**src/ssid_pkg.sv**
```systemverilog
package ssid_pkg;

  // Fixed field widths of the item and result channels
  localparam int unsigned ValueW = 32;
  localparam int unsigned CountW = 6;

  typedef enum logic {
    CMD_INSERT = 1'b0,
    CMD_DELETE = 1'b1
  } cmd_e;

  typedef enum logic [3:0] {
    ST_IDLE,
    ST_SEARCH_RD,
    ST_SEARCH_CMP,
    ST_DECIDE,
    ST_SHU_RD,
    ST_SHU_WR,
    ST_SHD_RD,
    ST_SHD_WR,
    ST_EMIT_RD,
    ST_EMIT_LD
  } state_e;

  typedef logic signed [ValueW-1:0] value_t;
  typedef logic [CountW-1:0]        count_t;

endpackage

```
**src/ssid_in_if.sv**
```systemverilog
interface ssid_in_if import ssid_pkg::*; ();

  logic   valid;
  logic   ready;
  cmd_e   cmd;
  value_t value;

  modport source (output valid, output cmd, output value, input ready);
  modport sink   (input valid, input cmd, input value, output ready);

endinterface

```
**src/ssid_out_if.sv**
```systemverilog
interface ssid_out_if import ssid_pkg::*; ();

  logic   valid;
  logic   ready;
  count_t count;
  value_t element;
  logic   has_element;
  logic   full_reject;
  logic   last;

  modport source (output valid, output count, output element, output has_element,
                  output full_reject, output last, input ready);
  modport sink   (input valid, input count, input element, input has_element,
                  input full_reject, input last, output ready);

endinterface

```
**src/sorted_set_insert_delete.sv**
```systemverilog
// Sorted set of up to CAPACITY distinct signed 32-bit values, kept in ascending
// order in a single-port-write, registered-read RAM. Each accepted item (insert
// or delete) is handled by a small sequencer round the key compare and the RAM
// read port. Every step reads the RAM and then acts on the registered data: the
// linear search reads each entry below the insertion point, the shift reads and
// writes each moved entry and the run of results reads each element (an empty
// set gives one result with no element). Around them come the last search step,
// the decision, the key write or final shift read, and the idle state in which
// the next item is taken. A result that waits for its transfer holds up the emit
// steps. The input is not ready until the last result of the run has been loaded
// into the output register. That register lets the next item in while the final
// result still waits for its transfer.
module sorted_set_insert_delete import ssid_pkg::*; #(
  parameter int unsigned CAPACITY = 32
) (
  input  logic              clk_i,
  input  logic              rst_ni,
  ssid_in_if.sink           in_i,
  ssid_out_if.source        out_o
);

  localparam int unsigned AddrW = $clog2(CAPACITY);
  localparam int unsigned CntW  = $clog2(CAPACITY + 1);
  localparam logic [CntW-1:0] CapCnt = CntW'(CAPACITY);

  state_e          state_q, state_d;
  logic [CntW-1:0] cnt_q, cnt_d;
  logic [CntW-1:0] ptr_q, ptr_d;
  logic [CntW-1:0] pos_q, pos_d;
  logic            present_q, present_d;
  logic            reject_q, reject_d;
  cmd_e            cmd_q, cmd_d;
  value_t          key_q, key_d;

  logic [CntW-1:0] ptr_inc, ptr_dec;

  logic             ram_we;
  logic [AddrW-1:0] ram_waddr, ram_raddr;
  value_t           ram_wdata, ram_rdata;

  logic             out_load;
  logic             out_free;
  value_t           load_element;
  logic             load_has, load_last;

  logic             out_valid_q;
  count_t           out_count_q;
  value_t           out_element_q;
  logic             out_has_q, out_reject_q, out_last_q;

  ssid_ram #(
    .Width (ValueW),
    .Depth (CAPACITY)
  ) u_ram (
    .clk_i   (clk_i),
    .we_i    (ram_we),
    .waddr_i (ram_waddr),
    .wdata_i (ram_wdata),
    .raddr_i (ram_raddr),
    .rdata_o (ram_rdata)
  );

  assign ptr_inc  = CntW'(ptr_q + 1'b1);
  assign ptr_dec  = CntW'(ptr_q - 1'b1);
  assign out_free = !out_valid_q || out_o.ready;

  assign in_i.ready = (state_q == ST_IDLE);

  // Sequencer: search, shift, then emit
  always_comb begin
    state_d      = state_q;
    cnt_d        = cnt_q;
    ptr_d        = ptr_q;
    pos_d        = pos_q;
    present_d    = present_q;
    reject_d     = reject_q;
    cmd_d        = cmd_q;
    key_d        = key_q;
    ram_we       = 1'b0;
    ram_waddr    = ptr_q[AddrW-1:0];
    ram_wdata    = ram_rdata;
    ram_raddr    = ptr_q[AddrW-1:0];
    out_load     = 1'b0;
    load_element = ram_rdata;
    load_has     = 1'b1;
    load_last    = 1'b0;

    unique case (state_q)
      ST_IDLE: begin
        if (in_i.valid) begin
          cmd_d    = in_i.cmd;
          key_d    = in_i.value;
          ptr_d    = '0;
          reject_d = 1'b0;
          state_d  = ST_SEARCH_RD;
        end
      end
      ST_SEARCH_RD: begin
        if (ptr_q == cnt_q) begin
          pos_d     = ptr_q;
          present_d = 1'b0;
          state_d   = ST_DECIDE;
        end else begin
          state_d = ST_SEARCH_CMP;
        end
      end
      ST_SEARCH_CMP: begin
        if (ram_rdata < key_q) begin
          ptr_d   = ptr_inc;
          state_d = ST_SEARCH_RD;
        end else begin
          pos_d     = ptr_q;
          present_d = (ram_rdata == key_q);
          state_d   = ST_DECIDE;
        end
      end
      ST_DECIDE: begin
        ptr_d   = '0;
        state_d = ST_EMIT_RD;
        unique case (cmd_q)
          CMD_INSERT: begin
            if (!present_q) begin
              if (cnt_q == CapCnt) begin
                reject_d = 1'b1;
              end else begin
                ptr_d   = cnt_q;
                state_d = ST_SHU_RD;
              end
            end
          end
          CMD_DELETE: begin
            if (present_q) begin
              ptr_d   = pos_q;
              state_d = ST_SHD_RD;
            end
          end
          default: ;
        endcase
      end
      // Open a gap at the insertion point, top entry first
      ST_SHU_RD: begin
        ram_raddr = ptr_dec[AddrW-1:0];
        if (ptr_q == pos_q) begin
          ram_we    = 1'b1;
          ram_wdata = key_q;
          cnt_d     = CntW'(cnt_q + 1'b1);
          ptr_d     = '0;
          state_d   = ST_EMIT_RD;
        end else begin
          state_d = ST_SHU_WR;
        end
      end
      ST_SHU_WR: begin
        ram_we  = 1'b1;
        ptr_d   = ptr_dec;
        state_d = ST_SHU_RD;
      end
      // Close the hole left by a deleted entry
      ST_SHD_RD: begin
        ram_raddr = ptr_inc[AddrW-1:0];
        if (ptr_inc >= cnt_q) begin
          cnt_d   = CntW'(cnt_q - 1'b1);
          ptr_d   = '0;
          state_d = ST_EMIT_RD;
        end else begin
          state_d = ST_SHD_WR;
        end
      end
      ST_SHD_WR: begin
        ram_we  = 1'b1;
        ptr_d   = ptr_inc;
        state_d = ST_SHD_RD;
      end
      // Stream the set out, one element per read
      ST_EMIT_RD: begin
        if (out_free) begin
          if (cnt_q == '0) begin
            out_load     = 1'b1;
            load_element = '0;
            load_has     = 1'b0;
            load_last    = 1'b1;
            state_d      = ST_IDLE;
          end else begin
            state_d = ST_EMIT_LD;
          end
        end
      end
      ST_EMIT_LD: begin
        out_load  = 1'b1;
        load_last = (ptr_inc == cnt_q);
        ptr_d     = ptr_inc;
        state_d   = load_last ? ST_IDLE : ST_EMIT_RD;
      end
      default: state_d = ST_IDLE;
    endcase
  end

  // Hold control state
  always_ff @(posedge clk_i or negedge rst_ni) begin
    if (!rst_ni) begin
      state_q     <= ST_IDLE;
      cnt_q       <= '0;
      out_valid_q <= 1'b0;
    end else begin
      state_q <= state_d;
      cnt_q   <= cnt_d;
      if (out_load) begin
        out_valid_q <= 1'b1;
      end else if (out_o.ready) begin
        out_valid_q <= 1'b0;
      end
    end
  end

  // Hold item and result payload
  always_ff @(posedge clk_i) begin
    ptr_q     <= ptr_d;
    pos_q     <= pos_d;
    present_q <= present_d;
    reject_q  <= reject_d;
    cmd_q     <= cmd_d;
    key_q     <= key_d;
    if (out_load) begin
      out_count_q   <= CountW'(cnt_q);
      out_element_q <= load_element;
      out_has_q     <= load_has;
      out_reject_q  <= reject_q;
      out_last_q    <= load_last;
    end
  end

  assign out_o.valid       = out_valid_q;
  assign out_o.count       = out_count_q;
  assign out_o.element     = out_element_q;
  assign out_o.has_element = out_has_q;
  assign out_o.full_reject = out_reject_q;
  assign out_o.last        = out_last_q;

  // The set never grows beyond the table
  assert property (@(posedge clk_i) disable iff (!rst_ni) cnt_q <= CapCnt)
    else $error("entry count above capacity");

  // A gap is only opened when there is room for it
  assert property (@(posedge clk_i) disable iff (!rst_ni)
    (state_q == ST_SHU_RD) |-> (cnt_q < CapCnt))
    else $error("shift up with a full table");

  // A new result only comes from the emit steps
  assert property (@(posedge clk_i) disable iff (!rst_ni)
    $rose(out_valid_q) |-> $past(state_q == ST_EMIT_RD || state_q == ST_EMIT_LD))
    else $error("result loaded outside the emit steps");

  // An empty result is the only and last one of its run
  assert property (@(posedge clk_i) disable iff (!rst_ni)
    (out_valid_q && !out_has_q) |-> (out_last_q && out_count_q == '0))
    else $error("empty result not marked last");

endmodule

```
**src/ssid_ram.sv**
```systemverilog
module ssid_ram #(
  parameter int unsigned Width = 32,
  parameter int unsigned Depth = 32
) (
  input  logic                     clk_i,
  input  logic                     we_i,
  input  logic [$clog2(Depth)-1:0] waddr_i,
  input  logic [Width-1:0]         wdata_i,
  input  logic [$clog2(Depth)-1:0] raddr_i,
  output logic [Width-1:0]         rdata_o
);

  logic [Width-1:0] mem_q [Depth];
  logic [Width-1:0] rdata_q;

  // Write one entry, register the read data
  always_ff @(posedge clk_i) begin
    if (we_i) begin
      mem_q[waddr_i] <= wdata_i;
    end
    rdata_q <= mem_q[raddr_i];
  end

  assign rdata_o = rdata_q;

endmodule

```
**src/flat_wrapper.sv**
```systemverilog
// flat-port wrapper written by rule: the top's interface ports become plain ports
module sorted_set_insert_delete_flat import ssid_pkg::*;
#(
  parameter int unsigned CAPACITY = 32
)
  (clk_i, rst_ni, in_i_valid, in_i_cmd, in_i_value, in_i_ready, out_o_valid, out_o_count, out_o_element, out_o_has_element, out_o_full_reject, out_o_last, out_o_ready);
  ssid_in_if in_i_i ();
  ssid_out_if out_o_i ();
  input  logic clk_i;
  input  logic rst_ni;
  input wire logic [$bits(in_i_i.valid)-1:0] in_i_valid;
  input wire logic [$bits(in_i_i.cmd)-1:0] in_i_cmd;
  input wire logic [$bits(in_i_i.value)-1:0] in_i_value;
  output wire logic [$bits(in_i_i.ready)-1:0] in_i_ready;
  output wire logic [$bits(out_o_i.valid)-1:0] out_o_valid;
  output wire logic [$bits(out_o_i.count)-1:0] out_o_count;
  output wire logic [$bits(out_o_i.element)-1:0] out_o_element;
  output wire logic [$bits(out_o_i.has_element)-1:0] out_o_has_element;
  output wire logic [$bits(out_o_i.full_reject)-1:0] out_o_full_reject;
  output wire logic [$bits(out_o_i.last)-1:0] out_o_last;
  input wire logic [$bits(out_o_i.ready)-1:0] out_o_ready;
  assign in_i_i.valid = in_i_valid;
  assign in_i_i.cmd = in_i_cmd;
  assign in_i_i.value = in_i_value;
  assign in_i_ready = in_i_i.ready;
  assign out_o_valid = out_o_i.valid;
  assign out_o_count = out_o_i.count;
  assign out_o_element = out_o_i.element;
  assign out_o_has_element = out_o_i.has_element;
  assign out_o_full_reject = out_o_i.full_reject;
  assign out_o_last = out_o_i.last;
  assign out_o_i.ready = out_o_ready;
  sorted_set_insert_delete #(.CAPACITY(CAPACITY)) u_core (.clk_i(clk_i), .rst_ni(rst_ni), .in_i(in_i_i), .out_o(out_o_i));
endmodule
```
**config.mk**
```make
export PLATFORM = sky130hd
export DESIGN_NAME = sorted_set_insert_delete_flat
export DESIGN_NICKNAME = d
export VERILOG_FILES = /design/src/ssid_pkg.sv /design/src/ssid_in_if.sv /design/src/ssid_out_if.sv /design/src/sorted_set_insert_delete.sv /design/src/ssid_ram.sv /design/src/flat_wrapper.sv
export SDC_FILE = /design/constraint.sdc
export NUM_CORES = 1
export LEC_CHECK = 0
export BUFFER_PORTS_ARGS = -buffer_cell sky130_fd_sc_hd__buf_2
export CORE_ASPECT_RATIO = 2
export CORE_MARGIN = 2
export CORE_UTILIZATION = 35
export CTS_CLUSTER_SIZE = 24
export DETAILED_ROUTE_END_ITERATION = 16
export SYNTH_ARGS = -nofsm -noshare
export SYNTH_HDL_FRONTEND = slang
export SYNTH_HIERARCHICAL = 1
export SYNTH_SLANG_ARGS = --single-unit
```
**constraint.sdc**
```tcl
create_clock -name clk_i -period 3.6 [get_ports clk_i]
set_input_delay 0.18 -clock clk_i [delete_from_list [all_inputs] [get_ports clk_i]]
set_output_delay 0.18 -clock clk_i [all_outputs]
set_load 0.03 [all_outputs]
```
==> results of run 1 <==
-- cell families (layout without fill, tap and decap cells) --
kind of cell	after synthesis	after routing	synth area share, %
flops	1155	1155	74.5
mux	517	517	11.2
simple gates	440	440	4.51
compound gates	399	399	5.71
buf+inv	199	488	2.27
fa+ha+maj	45	45	1.24
xor+xnor	29	29	0.551
other cells	0	1	0
-- per-layer routing --
metal  GRT usage, %  wire length [um]  vias to the layer above
met5              0                 0                        -
met4           7.77              5320                        0
met3           2.23              6460                      240
met2           36.1             70700                      913
met1           20.0             45000                    13300
li1               -                 -                    11300
-- synth_stat cells, types with 8 or more instances --
cell,instances
nand3b_1,8
nor3_1,40
nand4_1,9
nand3_1,109
edfxtp_1,1112
dfxtp_1,32
ha_1,44
buf_4,34
and2_1,35
xor2_1,17
nand2_1,151
mux2i_1,516
buf_1,8
nor2_1,60
a31oi_1,36
inv_1,51
dfrtp_1,11
a22oi_1,101
buf_2,35
clkbuf_1,52
xnor2_1,12
a22o_1,67
a21oi_1,118
buf_6,16
o21ai_0,49
-- sequential cells by signal, indices dropped and copies added (netlist names) --
signal / flops
u_core/out_o.last: 1
u_core/key_q: 32
u_core/ptr_q: 6
u_core/reject_q: 1
u_core/u_ram/mem_q: 1024
u_core/present_q: 1
u_core/cmd_q: 1
u_core/out_o.element: 32
u_core/out_o.full_reject: 1
u_core/u_ram/rdata_o: 32
u_core/out_o.has_element: 1
u_core/out_o.count: 6
u_core/out_o.valid: 1
u_core/cnt_q: 6
u_core/state_q: 4
u_core/pos_q: 6
-- worst max path at each step --
stage               startpoint                         to  slack (ns)  cells past startpoint
2_1_floorplan  u_core/ptr_q[2]  u_core/u_ram/mem_q[28][0]       -0.25                      8
3_3_place_gp   u_core/ptr_q[0]          u_core/state_q[3]        0.34                     11
4_1_cts        u_core/ptr_q[0]          u_core/state_q[3]        0.33                     11
5_1_grt        u_core/ptr_q[1]          u_core/state_q[3]        0.11                     11
6_report       u_core/ptr_q[1]          u_core/state_q[3]        0.20                     11
3_5_place_dp   u_core/ptr_q[0]            u_core/ptr_q[4]        0.36                     10
-- power groups by stage --
| stage | registers, mW | clock network [mW] | logic, mW |
|---|---|---|---|
| after floorplan | 18.1 | 0 | 11.1 |
| after detailed placement | 18.2 | 0 | 16.7 |
| after global routing | 18.0 | 11.3 | 17.9 |
| after CTS | 17.9 | 10.9 | 16.8 |
| after global placement | 18.2 | 0 | 16.6 |
| final | 17.9 | 10.7 | 16.9 |
-- worst max-delay path, cell delays in order, from the launching register on --
cell and delay [ns]:
edfxtp_1 0.61, inv_1 0.17, nor2_1 0.31, nand3_1 0.14
xnor2_1 0.28, ha_1 0.32, nand3_1 0.12, nor2_1 0.08
nor4b_1 0.33, o31a_1 0.22, nor4b_1 0.52, o22ai_1 0.15
-- what timing repair did --
action                     4_1_cts  5_1_grt
hold endpoints to repair        48        0
setup endpoints to repair        0        0
gates resized for setup          0        0
hold buffers                    37        0
-- area by class of cell --
class                   count  area [um^2]
flip-flops and latches   1155        34300
clock inverters            58          767
clock buffers             109         2360
multi-input cells        1430        11100
repair buffers            270         2570
well taps                1710         2140
fillers                 11700        77600
inverters                  51          191
diodes                      1         2.50
-- per-stage QoR --
stage	hold slack [ns]	setup WS, ns
6_report	0.210	0.205
5_1_grt	0.214	0.108
4_1_cts	0.181	0.330
3_5_place_dp	0.0911	0.356
3_3_place_gp	0.0901	0.339
2_1_floorplan	-0.116	-0.252
==> out/metrics.cfg, run 1 <==
[outcome]
outcome=finished clean

[routing]
drt_wl_total_um=127000
ant_nets=0
drc_errors=0
firstDrtPassIters=6
via_per_inst=5.37
drt-initial-drc-count=2545
vias=25700
wl_per_cell_um=26.6

[power_and_ir_drop]
clockPowerShare_pct=23.5
leakagePower_nw=18.4
power_switching_mw=16.0
powerDensity_nw_per_um2=852
p_int_mw=29.5
p_total_mw=45.5
vdd_drop_max_v=0.000641
pwr-share-comb_pct=37.1
power_frac_seq_pct=39.4
swShare_pct=35.2

[logic_synthesis]
yosys.area.top_type=edfxtp_1
synth.area.top_cells=edfxtp_1 (72%), mux2i_1 (11%), a22oi_1 (1.6%)
synth_top_area_share_pct=72.5
synth.avg_cell_area_um2=16.5
syn_area_um2=46100
syn_nets=2866
seq_area_frac_synth_pct=74.5
synthArstFlopShare_pct=0.952
synth.distinct_cells=60
synth_edf_count=1112
ys_warn_count=6
syn_inst=2784
synth_ff_type=edfxtp_1
synth_seq_cells=1155

[cells_and_area]
final_core_util_pct=40.8
final_common_cell=edfxtp_1
final_nets=3080
drive_above_1_share_pct=14.4
fin_cells=4784
final_cell_mix=edfxtp_1 (1112), mux2i_1 (516), nand2_1 (149)
area_growth_pct=16.0
fin_area_um2=53400

[global_route]
grt_overflow=0
grt_pass1_wl_um=180000
grtUsageTotal_pct=18.6
antenna_found_initial=2
grt_pass1_vias=25800
grt_max_degree=65

[placement]
placed_cells=4578
gp_congestion=0.869
place_area_um2=49900
hpwl_um=74400
numPortBuffers=79

[worst_setup_path]
worstPathMaxFanout=12
cp-start-kind=flop
r2r_start=u_core/ptr_q[1]
path_class=reg -> reg
endpoint_kind=flop
r2r-end=u_core/state_q[3]
rr_worst_depth=11
cp.required_ns=4.13
cp.arrival_ns=3.92
regToRegSetupSlack_ns=0.20

[clock_tree]
clk_path_buf_depth=3
cts_buffers=90
post-cts-setup-buffer-count=0
clock-root-buffer=clkbuf_16
h-tree-depth=3
clk_latency_ns=0.68
tritoncts=yes
cts.sinks=1155
clk_pin_slew_ns=0.07

[floorplanning]
core_area_um2=131000
row_count=188
ioPinCount=80
die_area_um2=135000
fp.dieH_um=517
die_w_um=261
initial_core_util_pct=35.2

[sta]
worstMarginPinSlew_ns=1.24
fin_crit_sh_pct=94.3
rsz0062_at_grt=no
relSlewSlack_pct=17.6
min_period_ns=3.40
timing.fmax_mhz=295
setup_viol=0
final_max_slew_viol_count=0
fin_tns_setup_ns=0
fin_skew_ns=0.0301
hold_violations=0

[min_path]
hold_end=u_core/key_q[1]
min_from=in_i_value[1]
min_path_type=in -> reg
worstHoldPathCells=2

[flow_run]
drv_cap=0

(Power assumes the default switching activity.)
==> run 2: changes to the inputs <==
ABC_AREA = 1   (was not set)
==> out/metrics.cfg, run 2 <==
[worst_setup_path]
cp-start-kind=flop
crit_path_top_delay_cell=edfxtp_1
slowest_delay_ns=0.52  ; -0.09 ns
cp.required_ns=4.09  ; -0.04 ns
path_class=reg -> reg
endpoint_kind=flop
cp.arrival_ns=3.66  ; -0.26 ns
worstPathMaxFanout=54  ; +42
path_cells=inv_1 -> ha_1 -> nand2_1 -> o221ai_4 -> inv_8 -> buf_12 -> nand3_1 -> nand3_1 -> nand2_1 -> nand2_1 -> nand2_1 -> nand2_1 -> nand2_1
path_common_cell=nand2_1

[power_and_ir_drop]
p_total_mw=48.1  ; +5.7%
vdd_drop_max_v=0.000954  ; +49%
leakagePower_nw=20.2  ; +9.9%
powerDensity_nw_per_um2=884  ; +3.8%

[logic_synthesis]
synth.most_common_cell=nand2_1
ys_warn_count=6  ; unchanged
yosys.area.top_type=edfxtp_1
syn_nets=4243  ; +48%
synth.area.top_cells=edfxtp_1 (69%), nand2_1 (12%), nand3_1 (8.3%)
synth_ff_type=edfxtp_1
synth_top_area_share_pct=69.2  ; -3.3 points
syn_area_um2=48200  ; +4.7%
synth.avg_cell_area_um2=11.6  ; -30%
seq_area_frac_synth_pct=71.1  ; -3.4 points
synthArstFlopShare_pct=0.952  ; unchanged
synth_edf_count=1112  ; unchanged
synth_common_cells=nand2_1 (1548), edfxtp_1 (1112), nand3_1 (799)
syn_inst=4161  ; +49%
synth.distinct_cells=46  ; -23%
synth_seq_cells=1155  ; unchanged

[sta]
fin_tns_setup_ns=0  ; unchanged
rsz0062_at_grt=no
final_max_slew_viol_count=0  ; unchanged
fin_skew_ns=0.0209  ; -0.00913 ns
worstMarginPinSlew_ns=1.29  ; +0.0535 ns
fin_crit_sh_pct=88.2  ; -6.1 points
timing.fmax_mhz=315  ; +6.9%
holdWs_ns=0.221  ; +0.0114 ns
hold_violations=0  ; unchanged
setup_viol=0  ; unchanged
min_period_ns=3.18  ; -0.220 ns
relSlewSlack_pct=14.1  ; -3.6 points

[routing]
ant_nets=0  ; unchanged
drt-initial-drc-count=2845  ; +12%
drc_errors=0  ; unchanged
firstDrtPassIters=5  ; -1
drt_wl_total_um=131000  ; +3.0%
wl_per_cell_um=21.5  ; -19%
via_per_inst=5.14  ; -4.2%
vias=31400  ; +22%

[global_route]
antenna_found_initial=2  ; unchanged
met3_usage_pct=2.27  ; +0.041 points
grt_pass1_vias=30800  ; +19%
grtUsageMet2_pct=34.5  ; -1.6 points
grtUsageMet1_pct=20.7  ; +0.72 points
top_usage_layer=met2
grt_overflow=0  ; unchanged
grt_max_degree=117  ; +80%
grtUsageTotal_pct=18.6  ; -0.062 points
grt_pass1_wl_um=195000  ; +8.4%

[cells_and_area]
final_common_cell=nand2_1
fillers=12800  ; +9.4%
final_cell_mix=nand2_1 (1548), edfxtp_1 (1112), nand3_1 (799)
multi_input_area_um2=12100  ; +9.6%
seqCellArea_um2=34300  ; unchanged
fin_area_um2=54400  ; +1.8%
largest_register_ffs=1024  ; unchanged
drive_above_1_share_pct=10.5  ; -3.9 points
final_nets=4368  ; +42%
regMostFlops=u_core/u_ram/mem_q
area_growth_pct=12.7

[floorplanning]
die_area_um2=141000  ; +4.7%
ioPinCount=80  ; unchanged
fp.dieH_um=529  ; +2.3%
core_area_um2=137000  ; +4.5%
die_w_um=267  ; +2.3%
row_count=192  ; +2.1%
initial_core_util_pct=35.2  ; +0.074 points

[clock_tree]
clk_pin_slew_ns=0.07  ; about the same
h-tree-depth=3  ; unchanged
clock-root-buffer=clkbuf_16
clk_path_buf_depth=3  ; unchanged
cts.sinks=1155  ; unchanged
tritoncts=yes
cts_buffers=89  ; -1.1%
post-cts-setup-buffer-count=0  ; unchanged
clk_latency_ns=0.68  ; about the same

[placement]
numPortBuffers=79  ; unchanged
hpwl_um=75900  ; +2.0%
gp_congestion=0.899  ; +3.5%
place_area_um2=51100  ; +2.4%

[flow_run]
drv_cap=0  ; unchanged

[min_path]
min_path_type=in -> reg

[outcome]
outcome=finished clean

==> run 2: cell families (layout without fill, tap and decap cells) <==
group                      after synthesis  count (layout)  share of synthesized area, %
xor gates and xnor gates                14              14                         0.254
DFF                                   1155            1155                          71.1
other                                    0               2                             0
adders and majority gates               45              45                          1.18
AOI/OAI and AO/OA                       86              86                          1.11
and+or+nand+nor                       2497            2497                          21.8
buffers and inverters                  364             560                          4.53
==> run 2: what timing repair did <==
action,4_1_cts,5_1_grt
hold buffers,37,0
gates resized for setup,0,0
endpoints found under the setup margin,0,0
hold endpoints to repair,48,0
==> run 2: cell type report <==
cell class	instances	area share [%]
clock buffer	113	4.41
multi-input combinational	2642	22.3
timing repair buffer	266	4.26
clock inverter	49	0.932
antenna	2	0.00920
sequential	1155	63.1
inverter	132	0.971
tap	1746	4.02
==> run 2: path summary, 6_finish.rpt <==
path | start | endpoint | slack (ns) | depth (start not counted)
max | u_core/ptr_q[0] | u_core/u_ram/rdata_o[31] | 0.42 | 13
min | in_i_value[4] | u_core/key_q[4] | 0.22 | 2
max reg2reg | u_core/ptr_q[0] | u_core/u_ram/rdata_o[31] | 0.42 | 13
min reg2reg | u_core/reject_q | u_core/out_o.full_reject | 0.44 | 0
max in group asynchronous | rst_ni | u_core/cnt_q[3] | 2.61 | 3
min in group asynchronous | rst_ni | u_core/cnt_q[5] | 0.58 | 3
==> run 2: per-layer routing <==
metal  part of all wire [%]  vias up  routed length [um]
li1                       -    14600                   -
met1                     37    15400               48200
met2                     53     1102               69500
met3                    5.4      295                7030
met4                    4.9        2                6490
met5                 0.0091        -                  12
==> run 2: per-stage QoR <==
step / setup slack [ns] / util [%] / instances
floorplan: 0.0650 / - / 4161
global route: 0.237 / 39.7 / 6104
global placement: 0.461 / 37.3 / 5904
CTS: 0.431 / 39.7 / 6103
detailed placement: 0.450 / 37.3 / 5904
finish: 0.425 / 39.7 / 6105
==> run 2: worst max-delay path, delay by kind of cell (launching register included) <==
| family | cells | cell delay [ns] |
|---|---|---|
| and+or+nand+nor | 8 | 0.92 |
| buffers and inverters | 3 | 0.88 |
| DFF | 1 | 0.52 |
| adders and majority gates | 1 | 0.46 |
| AOI/OAI and AO/OA | 1 | 0.17 |
==> run 2: power by group <==
group | internal, mW | switching (mW) | leakage, nW
Sequential | 17.2 | 0.539 | 10.5
Clock | 5.40 | 4.64 | 1.42
Combinational | 5.73 | 14.5 | 8.28
